--- src/midi_track_event_parser_defines.svh ---
// Assertion macros shared by the parser RTL.
// Define NO_ASSERTIONS to compile every check away.
`ifndef MIDI_TRACK_EVENT_PARSER_DEFINES_SVH
`define MIDI_TRACK_EVENT_PARSER_DEFINES_SVH

`ifndef NO_ASSERTIONS
// General property check, clocked on the rising edge and held off during reset.
`define MTEP_ASSERT(label, clk, rst_n, prop) \
    label: assert property (@(posedge clk) disable iff (!rst_n) prop) \
        else $error("mtep: property failed");
// Condition that must never be seen at a clock edge.
`define MTEP_ASSERT_NEVER(label, clk, rst_n, cond) \
    label: assert property (@(posedge clk) disable iff (!rst_n) !(cond)) \
        else $error("mtep: forbidden condition seen");
`else
`define MTEP_ASSERT(label, clk, rst_n, prop)
`define MTEP_ASSERT_NEVER(label, clk, rst_n, cond)
`endif

`endif

--- src/mtep_pkg.sv ---
package mtep_pkg;

    // Input operation codes.
    localparam logic [1:0] OP_BODY_BYTE   = 2'd0;
    localparam logic [1:0] OP_START_TRACK = 2'd1;
    localparam logic [1:0] OP_START_FILE  = 2'd2;

    // Result record kinds.
    localparam logic [2:0] KIND_NOTE_OFF   = 3'd0;
    localparam logic [2:0] KIND_NOTE_ON    = 3'd1;
    localparam logic [2:0] KIND_AFTERTOUCH = 3'd2;
    localparam logic [2:0] KIND_CONTROL    = 3'd3;
    localparam logic [2:0] KIND_PROGRAM    = 3'd4;
    localparam logic [2:0] KIND_TEMPO      = 3'd5;
    localparam logic [2:0] KIND_END_TRACK  = 3'd6;
    localparam logic [2:0] KIND_STRAY      = 3'd7;

    // Upper nibbles of channel status bytes.
    localparam logic [3:0] HI_NOTE_OFF   = 4'h8;
    localparam logic [3:0] HI_NOTE_ON    = 4'h9;
    localparam logic [3:0] HI_AFTERTOUCH = 4'hA;
    localparam logic [3:0] HI_CONTROL    = 4'hB;
    localparam logic [3:0] HI_PROGRAM    = 4'hC;
    localparam logic [3:0] HI_PRESSURE   = 4'hD;
    localparam logic [3:0] HI_SYSTEM     = 4'hF;

    // System status bytes and meta types of interest.
    localparam logic [7:0] STATUS_SYSEX      = 8'hF0;
    localparam logic [7:0] STATUS_SYSEX_CONT = 8'hF7;
    localparam logic [7:0] STATUS_META       = 8'hFF;
    localparam logic [7:0] META_END_TRACK    = 8'h2F;
    localparam logic [7:0] META_SET_TEMPO    = 8'h51;

    localparam logic [23:0] TEMPO_DEFAULT    = 24'd500000;
    localparam logic [7:0]  TEMPO_BODY_BYTES = 8'd3;

    // Parser phase, one-hot.
    typedef enum logic [8:0] {
        PH_DELTA  = 9'b000000001,
        PH_STATUS = 9'b000000010,
        PH_DATA1  = 9'b000000100,
        PH_DATA2  = 9'b000001000,
        PH_SYSLEN = 9'b000010000,
        PH_SKIP   = 9'b000100000,
        PH_MTYPE  = 9'b001000000,
        PH_MLEN   = 9'b010000000,
        PH_TEMPO  = 9'b100000000
    } t_phase;

    typedef struct packed {
        logic [2:0]  kind;
        logic [3:0]  channel;
        logic [7:0]  first_value;
        logic [7:0]  second_value;
        logic [27:0] delta_ticks;
        logic [31:0] absolute_ticks;
        logic [23:0] tempo_us;
    } t_result;

    typedef struct packed {
        t_phase phase;
        logic   track_ended;
    } t_status;

endpackage

--- src/mtep_in_if.sv ---
// Byte channel into the parser.
interface mtep_in_if;
    logic       valid;
    logic       ready;
    logic [1:0] op;
    logic [7:0] data_byte;

    modport source (output valid, output op, output data_byte, input ready);
    modport sink   (input valid, input op, input data_byte, output ready);
endinterface

--- src/mtep_out_if.sv ---
// Event record channel out of the parser.
interface mtep_out_if;
    logic        valid;
    logic        ready;
    logic [2:0]  kind;
    logic [3:0]  channel;
    logic [7:0]  first_value;
    logic [7:0]  second_value;
    logic [27:0] delta_ticks;
    logic [31:0] absolute_ticks;
    logic [23:0] tempo_us;

    modport source (
        output valid, output kind, output channel, output first_value,
        output second_value, output delta_ticks, output absolute_ticks,
        output tempo_us, input ready
    );
    modport sink (
        input valid, input kind, input channel, input first_value,
        input second_value, input delta_ticks, input absolute_ticks,
        input tempo_us, output ready
    );
endinterface

--- src/midi_track_event_parser.sv ---
// A byte word passes through the input register and its result word, if any, through the
// result register. Throughput: one byte word per cycle unless the result register stalls;
// each byte is one step of the parser state.
// An input register and a result register separate the two channels, so a new
// byte is taken while a finished record still waits to be taken.
// Reset (synchronous, active low) empties both registers, clears the track state
// and sets the tempo to 500000 microseconds per quarter note.
`include "midi_track_event_parser_defines.svh"

module midi_track_event_parser (
    input  logic        i_clk,
    input  logic        i_rst_n,
    mtep_in_if.sink     i_in,
    mtep_out_if.source  o_out
);

    logic              r_in_valid;
    logic [1:0]        r_op;
    logic [7:0]        r_byte;
    logic              r_out_valid;
    mtep_pkg::t_result r_out;

    logic              w_advance;
    logic              w_out_stalled;
    logic              w_start;
    logic              w_res_valid;
    mtep_pkg::t_result w_res;
    mtep_pkg::t_status w_stat;

    // The held byte is processed when the result register is free or draining.
    assign w_out_stalled = r_out_valid && !o_out.ready;
    assign w_advance     = r_in_valid && !w_out_stalled;
    assign i_in.ready    = !r_in_valid || w_advance;

    // A track or file start is being processed this cycle.
    assign w_start = w_advance && (r_op == mtep_pkg::OP_START_TRACK ||
                                  r_op == mtep_pkg::OP_START_FILE);

    // Input register.
    always_ff @(posedge i_clk) begin
        if (!i_rst_n) begin
            r_in_valid <= 1'b0;
        end else if (i_in.valid && i_in.ready) begin
            r_in_valid <= 1'b1;
        end else if (w_advance) begin
            r_in_valid <= 1'b0;
        end
    end

    always_ff @(posedge i_clk) begin
        if (i_in.valid && i_in.ready) begin
            r_op   <= i_in.op;
            r_byte <= i_in.data_byte;
        end
    end

    mtep_core u_core (
        .i_clk       (i_clk),
        .i_rst_n     (i_rst_n),
        .i_step      (w_advance),
        .i_op        (r_op),
        .i_byte      (r_byte),
        .o_res_valid (w_res_valid),
        .o_res       (w_res),
        .o_stat      (w_stat)
    );

    // Result register.
    always_ff @(posedge i_clk) begin
        if (!i_rst_n) begin
            r_out_valid <= 1'b0;
        end else if (w_advance && w_res_valid) begin
            r_out_valid <= 1'b1;
        end else if (o_out.ready) begin
            r_out_valid <= 1'b0;
        end
    end

    always_ff @(posedge i_clk) begin
        if (w_advance && w_res_valid) begin
            r_out <= w_res;
        end
    end

    assign o_out.valid          = r_out_valid;
    assign o_out.kind           = r_out.kind;
    assign o_out.channel        = r_out.channel;
    assign o_out.first_value    = r_out.first_value;
    assign o_out.second_value   = r_out.second_value;
    assign o_out.delta_ticks    = r_out.delta_ticks;
    assign o_out.absolute_ticks = r_out.absolute_ticks;
    assign o_out.tempo_us       = r_out.tempo_us;

    // No record may come from a track that has already ended.
    `MTEP_ASSERT_NEVER(a_no_record_after_end, i_clk, i_rst_n, w_res_valid && w_stat.track_ended)
    // A track or file start leaves the parser decoding a fresh delta.
    `MTEP_ASSERT(a_start_resets_track, i_clk, i_rst_n, w_start |=> w_stat.phase == mtep_pkg::PH_DELTA)
    // Input back-pressure only arises from a full, stalled result register.
    `MTEP_ASSERT(a_stall_cause, i_clk, i_rst_n, !i_in.ready |-> r_in_valid && w_out_stalled)

endmodule

--- src/mtep_core.sv ---
// Track parser state and the per-byte step logic.
module mtep_core (
    input  logic               i_clk,
    input  logic               i_rst_n,
    input  logic               i_step,
    input  logic [1:0]         i_op,
    input  logic [7:0]         i_byte,
    output logic               o_res_valid,
    output mtep_pkg::t_result  o_res,
    output mtep_pkg::t_status  o_stat
);

    mtep_pkg::t_phase r_phase, n_phase;
    logic [7:0]  r_running, n_running;
    logic [7:0]  r_current, n_current;
    logic [27:0] r_delta, n_delta;
    logic [31:0] r_tick, n_tick;
    logic [23:0] r_tempo, n_tempo;
    logic [7:0]  r_meta, n_meta;
    logic [27:0] r_len, n_len;
    logic [7:0]  r_held, n_held;
    logic        r_ended, n_ended;

    // Result fields chosen by the step logic.
    logic        w_emit;
    logic [2:0]  w_kind;
    logic [3:0]  w_chan;
    logic [7:0]  w_first;
    logic [7:0]  w_second;

    // Shifted varlen values and the channel status in force for a first data byte.
    logic [27:0] w_delta_shift;
    logic [27:0] w_len_shift;
    logic [27:0] w_len_dec;
    logic [7:0]  w_status;

    assign w_delta_shift = {r_delta[20:0], i_byte[6:0]};
    assign w_len_shift   = {r_len[20:0], i_byte[6:0]};
    assign w_len_dec     = r_len - 28'd1;
    assign w_status      = (r_phase == mtep_pkg::PH_STATUS) ? r_running : r_current;

    // One parser step per accepted word.
    always_comb begin
        n_phase   = r_phase;
        n_running = r_running;
        n_current = r_current;
        n_delta   = r_delta;
        n_tick    = r_tick;
        n_tempo   = r_tempo;
        n_meta    = r_meta;
        n_len     = r_len;
        n_held    = r_held;
        n_ended   = r_ended;
        w_emit    = 1'b0;
        w_kind    = mtep_pkg::KIND_NOTE_OFF;
        w_chan    = 4'd0;
        w_first   = 8'd0;
        w_second  = 8'd0;

        if (i_step && (i_op == mtep_pkg::OP_START_TRACK || i_op == mtep_pkg::OP_START_FILE)) begin
            n_phase   = mtep_pkg::PH_DELTA;
            n_running = 8'd0;
            n_current = 8'd0;
            n_delta   = 28'd0;
            n_tick    = 32'd0;
            n_meta    = 8'd0;
            n_len     = 28'd0;
            n_held    = 8'd0;
            n_ended   = 1'b0;
            if (i_op == mtep_pkg::OP_START_FILE) begin
                n_tempo = mtep_pkg::TEMPO_DEFAULT;
            end
        end else if (i_step && i_op == mtep_pkg::OP_BODY_BYTE && !r_ended) begin
            unique case (r_phase)
                mtep_pkg::PH_DELTA: begin
                    n_delta = w_delta_shift;
                    if (!i_byte[7]) begin
                        n_tick  = r_tick + {4'd0, w_delta_shift};
                        n_phase = mtep_pkg::PH_STATUS;
                    end
                end
                mtep_pkg::PH_STATUS, mtep_pkg::PH_DATA1: begin
                    if (r_phase == mtep_pkg::PH_STATUS && i_byte[7]) begin
                        // A new status byte.
                        n_current = i_byte;
                        if (i_byte[7:4] != mtep_pkg::HI_SYSTEM) begin
                            n_running = i_byte;
                            n_phase   = mtep_pkg::PH_DATA1;
                        end else begin
                            n_running = 8'd0;
                            if (i_byte == mtep_pkg::STATUS_SYSEX ||
                                i_byte == mtep_pkg::STATUS_SYSEX_CONT) begin
                                n_len   = 28'd0;
                                n_phase = mtep_pkg::PH_SYSLEN;
                            end else if (i_byte == mtep_pkg::STATUS_META) begin
                                n_phase = mtep_pkg::PH_MTYPE;
                            end else begin
                                n_phase = mtep_pkg::PH_DELTA;
                                n_delta = 28'd0;
                            end
                        end
                    end else if (r_phase == mtep_pkg::PH_STATUS && r_running == 8'd0) begin
                        // Data byte with no running status in force.
                        w_emit  = 1'b1;
                        w_kind  = mtep_pkg::KIND_STRAY;
                        w_first = i_byte;
                        n_phase = mtep_pkg::PH_DELTA;
                        n_delta = 28'd0;
                    end else begin
                        // First data byte, explicit or under running status.
                        n_current = w_status;
                        n_held    = i_byte;
                        if (w_status[7:4] == mtep_pkg::HI_PROGRAM) begin
                            w_emit  = 1'b1;
                            w_kind  = mtep_pkg::KIND_PROGRAM;
                            w_chan  = w_status[3:0];
                            w_first = i_byte;
                            n_phase = mtep_pkg::PH_DELTA;
                            n_delta = 28'd0;
                        end else if (w_status[7:4] == mtep_pkg::HI_PRESSURE) begin
                            n_phase = mtep_pkg::PH_DELTA;
                            n_delta = 28'd0;
                        end else begin
                            n_phase = mtep_pkg::PH_DATA2;
                        end
                    end
                end
                mtep_pkg::PH_DATA2: begin
                    w_chan   = r_current[3:0];
                    w_first  = r_held;
                    w_second = i_byte;
                    case (r_current[7:4])
                        mtep_pkg::HI_NOTE_OFF: begin
                            w_emit = 1'b1;
                            w_kind = mtep_pkg::KIND_NOTE_OFF;
                        end
                        mtep_pkg::HI_NOTE_ON: begin
                            w_emit = 1'b1;
                            w_kind = (i_byte != 8'd0) ? mtep_pkg::KIND_NOTE_ON
                                                      : mtep_pkg::KIND_NOTE_OFF;
                        end
                        mtep_pkg::HI_AFTERTOUCH: begin
                            w_emit = 1'b1;
                            w_kind = mtep_pkg::KIND_AFTERTOUCH;
                        end
                        mtep_pkg::HI_CONTROL: begin
                            w_emit = 1'b1;
                            w_kind = mtep_pkg::KIND_CONTROL;
                        end
                        default: begin
                            w_emit = 1'b0;
                        end
                    endcase
                    n_phase = mtep_pkg::PH_DELTA;
                    n_delta = 28'd0;
                end
                mtep_pkg::PH_SYSLEN: begin
                    n_len = w_len_shift;
                    if (!i_byte[7]) begin
                        if (w_len_shift != 28'd0) begin
                            n_phase = mtep_pkg::PH_SKIP;
                        end else begin
                            n_phase = mtep_pkg::PH_DELTA;
                            n_delta = 28'd0;
                        end
                    end
                end
                mtep_pkg::PH_SKIP: begin
                    n_len = w_len_dec;
                    if (w_len_dec == 28'd0) begin
                        n_phase = mtep_pkg::PH_DELTA;
                        n_delta = 28'd0;
                    end
                end
                mtep_pkg::PH_MTYPE: begin
                    n_meta  = i_byte;
                    n_len   = 28'd0;
                    n_phase = mtep_pkg::PH_MLEN;
                end
                mtep_pkg::PH_MLEN: begin
                    n_len = w_len_shift;
                    if (!i_byte[7]) begin
                        if (r_meta == mtep_pkg::META_END_TRACK) begin
                            n_ended = 1'b1;
                            w_emit  = 1'b1;
                            w_kind  = mtep_pkg::KIND_END_TRACK;
                            n_phase = mtep_pkg::PH_DELTA;
                            n_delta = 28'd0;
                        end else if (r_meta == mtep_pkg::META_SET_TEMPO) begin
                            n_held = 8'd0;
                            if (w_len_shift == 28'd0) begin
                                w_emit  = 1'b1;
                                w_kind  = mtep_pkg::KIND_TEMPO;
                                n_phase = mtep_pkg::PH_DELTA;
                                n_delta = 28'd0;
                            end else begin
                                n_tempo = 24'd0;
                                n_phase = mtep_pkg::PH_TEMPO;
                            end
                        end else if (w_len_shift != 28'd0) begin
                            n_phase = mtep_pkg::PH_SKIP;
                        end else begin
                            n_phase = mtep_pkg::PH_DELTA;
                            n_delta = 28'd0;
                        end
                    end
                end
                mtep_pkg::PH_TEMPO: begin
                    // Only the first three body bytes form the tempo.
                    if (r_held < mtep_pkg::TEMPO_BODY_BYTES) begin
                        n_tempo = {r_tempo[15:0], i_byte};
                        n_held  = r_held + 8'd1;
                    end
                    n_len = w_len_dec;
                    if (w_len_dec == 28'd0) begin
                        w_emit  = 1'b1;
                        w_kind  = mtep_pkg::KIND_TEMPO;
                        n_phase = mtep_pkg::PH_DELTA;
                        n_delta = 28'd0;
                    end
                end
                default: begin
                    n_phase = mtep_pkg::PH_DELTA;
                    n_delta = 28'd0;
                end
            endcase
        end
    end

    // Records carry the delta and tick sum of the event and the updated tempo.
    assign o_res_valid          = w_emit;
    assign o_res.kind           = w_kind;
    assign o_res.channel        = w_chan;
    assign o_res.first_value    = w_first;
    assign o_res.second_value   = w_second;
    assign o_res.delta_ticks    = r_delta;
    assign o_res.absolute_ticks = r_tick;
    assign o_res.tempo_us       = n_tempo;

    assign o_stat.phase       = r_phase;
    assign o_stat.track_ended = r_ended;

    // Parser state registers.
    always_ff @(posedge i_clk) begin
        if (!i_rst_n) begin
            r_phase   <= mtep_pkg::PH_DELTA;
            r_running <= 8'd0;
            r_current <= 8'd0;
            r_delta   <= 28'd0;
            r_tick    <= 32'd0;
            r_tempo   <= mtep_pkg::TEMPO_DEFAULT;
            r_meta    <= 8'd0;
            r_len     <= 28'd0;
            r_held    <= 8'd0;
            r_ended   <= 1'b0;
        end else begin
            r_phase   <= n_phase;
            r_running <= n_running;
            r_current <= n_current;
            r_delta   <= n_delta;
            r_tick    <= n_tick;
            r_tempo   <= n_tempo;
            r_meta    <= n_meta;
            r_len     <= n_len;
            r_held    <= n_held;
            r_ended   <= n_ended;
        end
    end

endmodule
--- src/flat_wrapper.sv ---
// flat-port wrapper written by rule: the top's interface ports become plain ports
module midi_track_event_parser_flat 
  (i_clk, i_rst_n, i_in_valid, i_in_op, i_in_data_byte, i_in_ready, o_out_valid, o_out_kind, o_out_channel, o_out_first_value, o_out_second_value, o_out_delta_ticks, o_out_absolute_ticks, o_out_tempo_us, o_out_ready);
  mtep_in_if i_in_i ();
  mtep_out_if o_out_i ();
  input  logic i_clk;
  input  logic i_rst_n;
  input wire logic [$bits(i_in_i.valid)-1:0] i_in_valid;
  input wire logic [$bits(i_in_i.op)-1:0] i_in_op;
  input wire logic [$bits(i_in_i.data_byte)-1:0] i_in_data_byte;
  output wire logic [$bits(i_in_i.ready)-1:0] i_in_ready;
  output wire logic [$bits(o_out_i.valid)-1:0] o_out_valid;
  output wire logic [$bits(o_out_i.kind)-1:0] o_out_kind;
  output wire logic [$bits(o_out_i.channel)-1:0] o_out_channel;
  output wire logic [$bits(o_out_i.first_value)-1:0] o_out_first_value;
  output wire logic [$bits(o_out_i.second_value)-1:0] o_out_second_value;
  output wire logic [$bits(o_out_i.delta_ticks)-1:0] o_out_delta_ticks;
  output wire logic [$bits(o_out_i.absolute_ticks)-1:0] o_out_absolute_ticks;
  output wire logic [$bits(o_out_i.tempo_us)-1:0] o_out_tempo_us;
  input wire logic [$bits(o_out_i.ready)-1:0] o_out_ready;
  assign i_in_i.valid = i_in_valid;
  assign i_in_i.op = i_in_op;
  assign i_in_i.data_byte = i_in_data_byte;
  assign i_in_ready = i_in_i.ready;
  assign o_out_valid = o_out_i.valid;
  assign o_out_kind = o_out_i.kind;
  assign o_out_channel = o_out_i.channel;
  assign o_out_first_value = o_out_i.first_value;
  assign o_out_second_value = o_out_i.second_value;
  assign o_out_delta_ticks = o_out_i.delta_ticks;
  assign o_out_absolute_ticks = o_out_i.absolute_ticks;
  assign o_out_tempo_us = o_out_i.tempo_us;
  assign o_out_i.ready = o_out_ready;
  midi_track_event_parser u_core (.i_clk(i_clk), .i_rst_n(i_rst_n), .i_in(i_in_i), .o_out(o_out_i));
endmodule
--- config.mk ---
export PLATFORM = sky130hd
export DESIGN_NAME = midi_track_event_parser_flat
export DESIGN_NICKNAME = d
export VERILOG_FILES = /design/src/mtep_pkg.sv /design/src/mtep_in_if.sv /design/src/mtep_out_if.sv /design/src/midi_track_event_parser.sv /design/src/mtep_core.sv /design/src/flat_wrapper.sv
export VERILOG_INCLUDE_DIRS = /design/src /design/src/src
export SDC_FILE = /design/constraint.sdc
export NUM_CORES = 1
export LEC_CHECK = 0
export BUFFER_PORTS_ARGS = -buffer_cell sky130_fd_sc_hd__buf_2
export CAP_MARGIN = 20
export CORE_AREA = 2 2 165 167
export DETAILED_ROUTE_END_ITERATION = 8
export DIE_AREA = 0 0 167 169
export GPL_TIMING_DRIVEN = 0
export HOLD_SLACK_MARGIN = 0.05
export PLACE_DENSITY = 0.64
export SYNTH_ARGS = -nofsm -noshare
export SYNTH_HDL_FRONTEND = slang
export SYNTH_SLANG_ARGS = --single-unit
export TNS_END_PERCENT = 50
--- constraint.sdc ---
create_clock -name i_clk -period 14.1 [get_ports i_clk]
set_clock_uncertainty 0.15 [all_clocks]
set_input_delay 1.41 -clock i_clk [delete_from_list [all_inputs] [get_ports i_clk]]
set_output_delay 1.41 -clock i_clk [all_outputs]
set_load 0.02 [all_outputs]
==> Word-level counts from Yosys, hierarchy flattened <==
Index checks and enable logic that the tools add are counted.
{ "totals": {"register_bits": 273, "input_bits": 14, "out_inout_bits": 109} }
{ "op_classes": {"n_addsub": 3, "magnitude_cmp": 1, "n_eq_ne": 41, "muxes": 90, "n_bitwise": 5, "reduce_logical": 42} }
{ "ops": {"columns": ["op", "n"], "rows": [
  ["28-bit two-way mux", 17],
  ["24-bit two-way mux", 8],
  ["28-bit case mux with 6 select lines", 1],
  ["28-bit case mux with 4 select lines", 1],
  ["8-bit two-way mux", 13],
  ["9-bit two-way mux", 8],
  ["28-bit zero test", 2],
  ["9-bit case mux with 6 select lines", 1],
  ["24-bit case mux with 2 select lines", 1],
  ["32-bit by 28-bit adder with 32-bit output", 1],
  ["28-bit nonzero test", 1],
  ["28-bit by 1-bit subtractor with 28-bit output (second input constant)", 1],
  ["4-bit == test (second input constant)", 6],
  ["8-bit == test (second input constant)", 3],
  ["3-bit two-way mux", 8],
  ["4-bit two-way mux", 6],
  ["2-bit inequality test (second input constant)", 12],
  ["8-bit case mux with 3 select lines", 1],
  ["7-bit two-way mux", 3],
  ["1-bit two-way mux", 16],
  ["8-bit case mux with 2 select lines", 1],
  ["3-bit case mux with 4 select lines", 1],
  ["10-bit AND reduction", 1],
  ["5-bit AND reduction", 2],
  ["40 further kinds", 67]
]} }

==> Depth between registers and ports, before layout <==
{ "depth": {"ltp_word": 11, "ltp_mapped": 15, "mapped_depth_nobuf": 13} }

==> By module <==
From an unflattened synthesis, not the netlist that was laid out.
{ "hier_totals": {"hier_cells": 1349, "area_unflattened_um2": 12928.6} }
{ "modules_own_cells": {"columns": ["module", "instances", "cells_each", "area_each_um2", "seq_area_each_um2"], "rows": [
  ["mtep_core", 1, 1219, 9302.7, 3083.0],
  ["midi_track_event_parser", 1, 130, 3626.0, 3553.4]
]} }

==> Least setup slack after synthesis <==
Ideal clock, no wire load.
{ "synth_path": {"path_kind": "flip-flop to flip-flop", "start": "register u_core.u_core.r_len[0]", "end": "register u_core.r_out, in the netlist u_core.o_out.absolute_ticks[0] (enable)", "setup_ns": 0.475, "t_arrival_ns": 5.220, "slack_ns": 8.255, "stages_incl_launch_ff": 14, "n_path_buf": 2, "synth_period_minus_slack_ns": 5.845, "cell_sequence": "dfxtp_1 -> inv_1 -> ha_1 -> or3b_1 -> buf_6 -> or4b_1 -> clkbuf_8 -> nor3_1 -> xor2_1 -> o31ai_1 -> o2111ai_1 -> o32ai_1 -> or3_1 -> o21a_1"} }
{ "synth_via": {"elab_chain_len": 9} }
{ "synth_lines": {"columns": ["element", "line_no", "rtl"], "rows": [
  ["from (decl)", "mtep_core.sv:20", "logic [27:0] r_len, n_len;"],
  ["from (signal assigned)", "mtep_core.sv:264", "r_len <= n_len;"],
  ["parallel branches: the longest is 5 deep, another holds 28-bit by 1-bit subtractor with 28-bit output", null, null],
  ["1-bit case mux with 4 select lines (*)", "mtep_core.sv:74", "unique case (r_phase)"],
  ["1-bit two-way mux (*)", "mtep_core.sv:73", "end else if (i_step && i_op == mtep_pkg::OP_BODY_BYTE && !r_ended) begin"],
  ["1-bit two-way mux (*)", "mtep_core.sv:60", "if (i_step && (i_op == mtep_pkg::OP_START_TRACK || i_op == mtep_pkg::OP_START_FILE)) begin"],
  ["1-bit logical AND (*)", "midi_track_event_parser.sv:80", "if (w_advance && w_res_valid) begin"],
  ["to (signal assigned)", "midi_track_event_parser.sv:81", "r_out <= w_res;"],
  ["to (decl)", "midi_track_event_parser.sv:21", "mtep_pkg::t_result r_out;"]
]} }
Mark *: on every way between the ends.
A chain may end at the register's enable or synchronous reset.

==> Worst setup path after layout <==
{ "layout_path": {"start": "register u_core.u_core.r_len[0]", "end": "register u_core.r_out, in the netlist u_core.o_out.absolute_ticks[3] (enable)"} }
Same word-level chain as after synthesis.

==> qor.json <==
{
  "tritoncts": "built",
  "worst_slew_pin_slew_ps": 907.5,
  "worstPathCellList": "inv_1 > ha_1 > or3b_1 > buf_6 > nor4b_4 > a21boi_1 > or4_1 > a2111oi_2 > o2111ai_1 > o32ai_1 > or3_1 > o21a_4 > buf_16",
  "crit_path_start_kind": "flip-flop",
  "via_per_inst": 5.746,
  "status": "completed",
  "synthesis.area_per_instance_sq_um": 9.886,
  "placement.io_buffers": 122,
  "ys_async_rst_share": 0,
  "clockBufferDepth": 3,
  "die_area_sq_um": 28220,
  "power.switching_uw": 350.6,
  "postCtsHoldBufs": 0,
  "die_width_um": 167,
  "synthesis.area_sq_um": 13030,
  "postSynthNetCount": 1366,
  "yosys_most_used_dff": "dfxtp_1",
  "core-area_sq_um": 26500,
  "worst_ep_required_ps": 14140,
  "worst_path_largest_cell_delay_ps": 500,
  "ant_nets": 0,
  "post_cts.resized_instances": 0,
  "numCtsBuffers": 29,
  "antenna_found_initial": 0,
  "hold-worst-slack_ps": 284.3,
  "root_buffer": "clkbuf_16",
  "power-per-cell-area_nw_per_um2": 108.4,
  "yosysTopAreaCellShare": 0.2696,
  "drt_iter0_drc": 789,
  "min-delay-path-class": "reg2reg",
  "via_count": 10556,
  "die_height_um": 169,
  "synth.yosys.warnings": 0,
  "report.final.hold_viol_count": 0,
  "max-cap-violations": 0,
  "cellLeakagePower_uw": 0.005569,
  "route.detailed.drc": 0,
  "vdd_ir_drop_max_v": 0.0001226,
  "intPower_uw": 1280,
  "drive_above_1_share": 0.1424,
  "clock-sinks": 273,
  "post-synth-top-area-cell": "edfxtp_1",
  "insertion_delay_ps": 540,
  "placement_rows": 60,
  "seq_area_frac_synth": 0.5093,
  "cts_h_tree_lvls": 1,
  "synth_enable_flop_cells": 117,
  "unique_masters_post_synth": 87,
  "crit_path_end_kind": "flip-flop",
  "grt_start_max_net_pins": 73,
  "comb_power_share": 0.036,
  "place_congestion": 0.9283,
  "post-layout-total-power_uw": 1631,
  "fin_crit_ps": 4893,
  "postCtsSetupBuffers": 0,
  "n_antenna_cell": 0,
  "cts.clk_slew.worst_paths_ps": 60,
  "hpwl_mm": 24.30,
  "setup_viol": 0,
  "global_route_wire_length_before_repair_mm": 53.72,
  "totalWireLength_mm": 33.97,
  "fillers": 2329,
  "cp_data_arrival_time_ps": 4930,
  "power_frac_clock": 0.457,
  "global_route.usage.total": 0.2344,
  "finalNetCount": 1522,
  "floorplan.initialDensity": 0.4917,
  "first_pass_iters": 5,
  "ioPinCount": 123,
  "timing.critical_path.slowest_stage_cell": "or4_1",
  "power.sequential.fraction": 0.507,
  "timing.setup.critical_path_class": "reg2reg",
  "sw_frac_of_total": 0.2150,
  "grt-ovfl-total": 0,
  "synth.top_cells.by_area": "edfxtp_1 (27%), dfxtp_1 (24%), nor2_1 (4.0%), a21oi_1 (3.9%), nand2_1 (3.6%)",
  "critical_path.max_fanout": 72,
  "final-max-slew-violation-count": 0,
  "placed_cells": 1783,
  "finalCritPeriodShare": 0.3470,
  "max_freq_ghz": 0.2044,
  "synthesis.instances": 1318,
  "rsz0062_at_grt": "false",
  "avgRoutedWirePerCell_um": 18.49,
  "timing.slew.headroom": 0.3886,
  "setup_tns_ps": 0,
  "via_count_of_the_first_global_routing_pass": 10044,
  "final_cells": 1837,
  "synth-seq-cells": 273,
  "flow.area_growth_from_synthesis_pct": 15.45
}
==> stage by stage <==
step | util | setup WS [ps] | instance area, sq um
6_report | 0.5677 | 9207 | 15040
2_1_floorplan | - | 8255 | 13030
4_1_cts | 0.5675 | 9245 | 15040
3_5_place_dp | 0.5324 | 9251 | 14110
3_3_place_gp | 0.5308 | 6802 | 14070
5_1_grt | 0.5677 | 9002 | 15040
==> placed cells by master (no fill, tap or decap), drive strengths merged, types with 5 or more instances in the layout <==
cell type,n
dfxtp,156
nor2,140
buf,139
nand2,125
edfxtp,117
clkbuf,108
a21oi,103
o21ai,42
a22oi,42
and2,40
nor3,37
a211oi,36
ha,33
inv,26
nand3,26
a32o,23
mux2i,22
and3,21
xnor2,20
xor2,18
or3,16
nor2b,14
nor4,14
a31o,14
o31ai,12
o21a,11
a31oi,9
a21o,9
clkinv,9
nand3b,8
nand2b,8
nand4,7
or4,7
a22o,7
nor3b,6
a41oi,5
a2111oi,5
==> cells in the mapped netlist (23+ instances only) <==
library cell / instances
o21ai_0: 42
a21oi_1: 102
a211oi_1: 36
and2_1: 40
edfxtp_1: 117
dfxtp_1: 156
inv_1: 26
a22oi_1: 42
nor3_1: 36
ha_1: 33
a32o_1: 23
nor2_1: 139
nand2_1: 125
clkbuf_1: 63
nand3_1: 26
==> registers in the layout, summed over array words and instances (netlist names), 9 cells and up <==
name and flops:
u_core.o_out.absolute_ticks 32, u_core.u_core.r_tick 32, u_core.o_out.delta_ticks 28, u_core.u_core.r_delta 28, u_core.u_core.r_len 28, u_core.o_out.tempo_us 24, u_core.u_core.r_tempo 24, u_core.u_core.r_phase 9
==> power by group through the flow <==
stage               Clock [uW]  Sequential [uW]  Combinational, uW
CTS                        761              826               58.4
global placement             0              843               57.7
finish                     745              827               58.9
floorplan                    0              841               35.2
global route               793              826               63.4
detailed placement           0              843               58.2
==> path summary, 6_finish.rpt <==
check,endpoint,start,cells after the start,slack (ps)
worst max-delay path,u_core.o_out.absolute_ticks[3],u_core.u_core.r_len[0],13,9210
worst min-delay path,u_core.o_out.delta_ticks[26],u_core.u_core.r_delta[26],0,280
worst max register to register,u_core.o_out.absolute_ticks[3],u_core.u_core.r_len[0],13,9210
worst min register to register,u_core.o_out.delta_ticks[26],u_core.u_core.r_delta[26],0,280
==> critical path, delay by kind of cell, from the launching register on <==
family                   cells  cell delay (ps)
buffers and inverters        3              610
AND/OR/NAND/NOR              4             1470
AO/OA/AOI/OAI                5             1610
flip-flops                   1              380
adder cells (fa/ha/maj)      1              240
==> cell type report <==
type,instances,area (sq um),area share
buffer,87,479.2,0.03186
clock buffer,40,787.0,0.05232
clock inverter,13,141.4,0.009399
inverter,26,97.59,0.006488
multi-input combinational,932,5824,0.3872
sequential,273,6636,0.4412
tap,341,426.7,0.02836
timing repair buffer,125,650.6,0.04325
==> cells by family after synthesis <==
family / Yosys count / synth area share
and+or+nand+nor: 489 / 0.1873
AOI/OAI and AO/OA: 349 / 0.1834
DFF: 273 / 0.5093
adders and majority gates: 34 / 0.03322
muxes: 22 / 0.01690
buffers and inverters: 113 / 0.04427
xor gates and xnor gates: 38 / 0.02554
==> routing by layer <==
layer | track usage | up-vias | wire, um
li1 | - | 5184 | -
met1 | 0.3174 | 4965 | 15040
met2 | 0.3892 | 330 | 15840
met3 | 0.02993 | 77 | 1970
met4 | 0.08208 | 0 | 1122
met5 | 0 | - | 0
(Power assumes the default switching activity.)
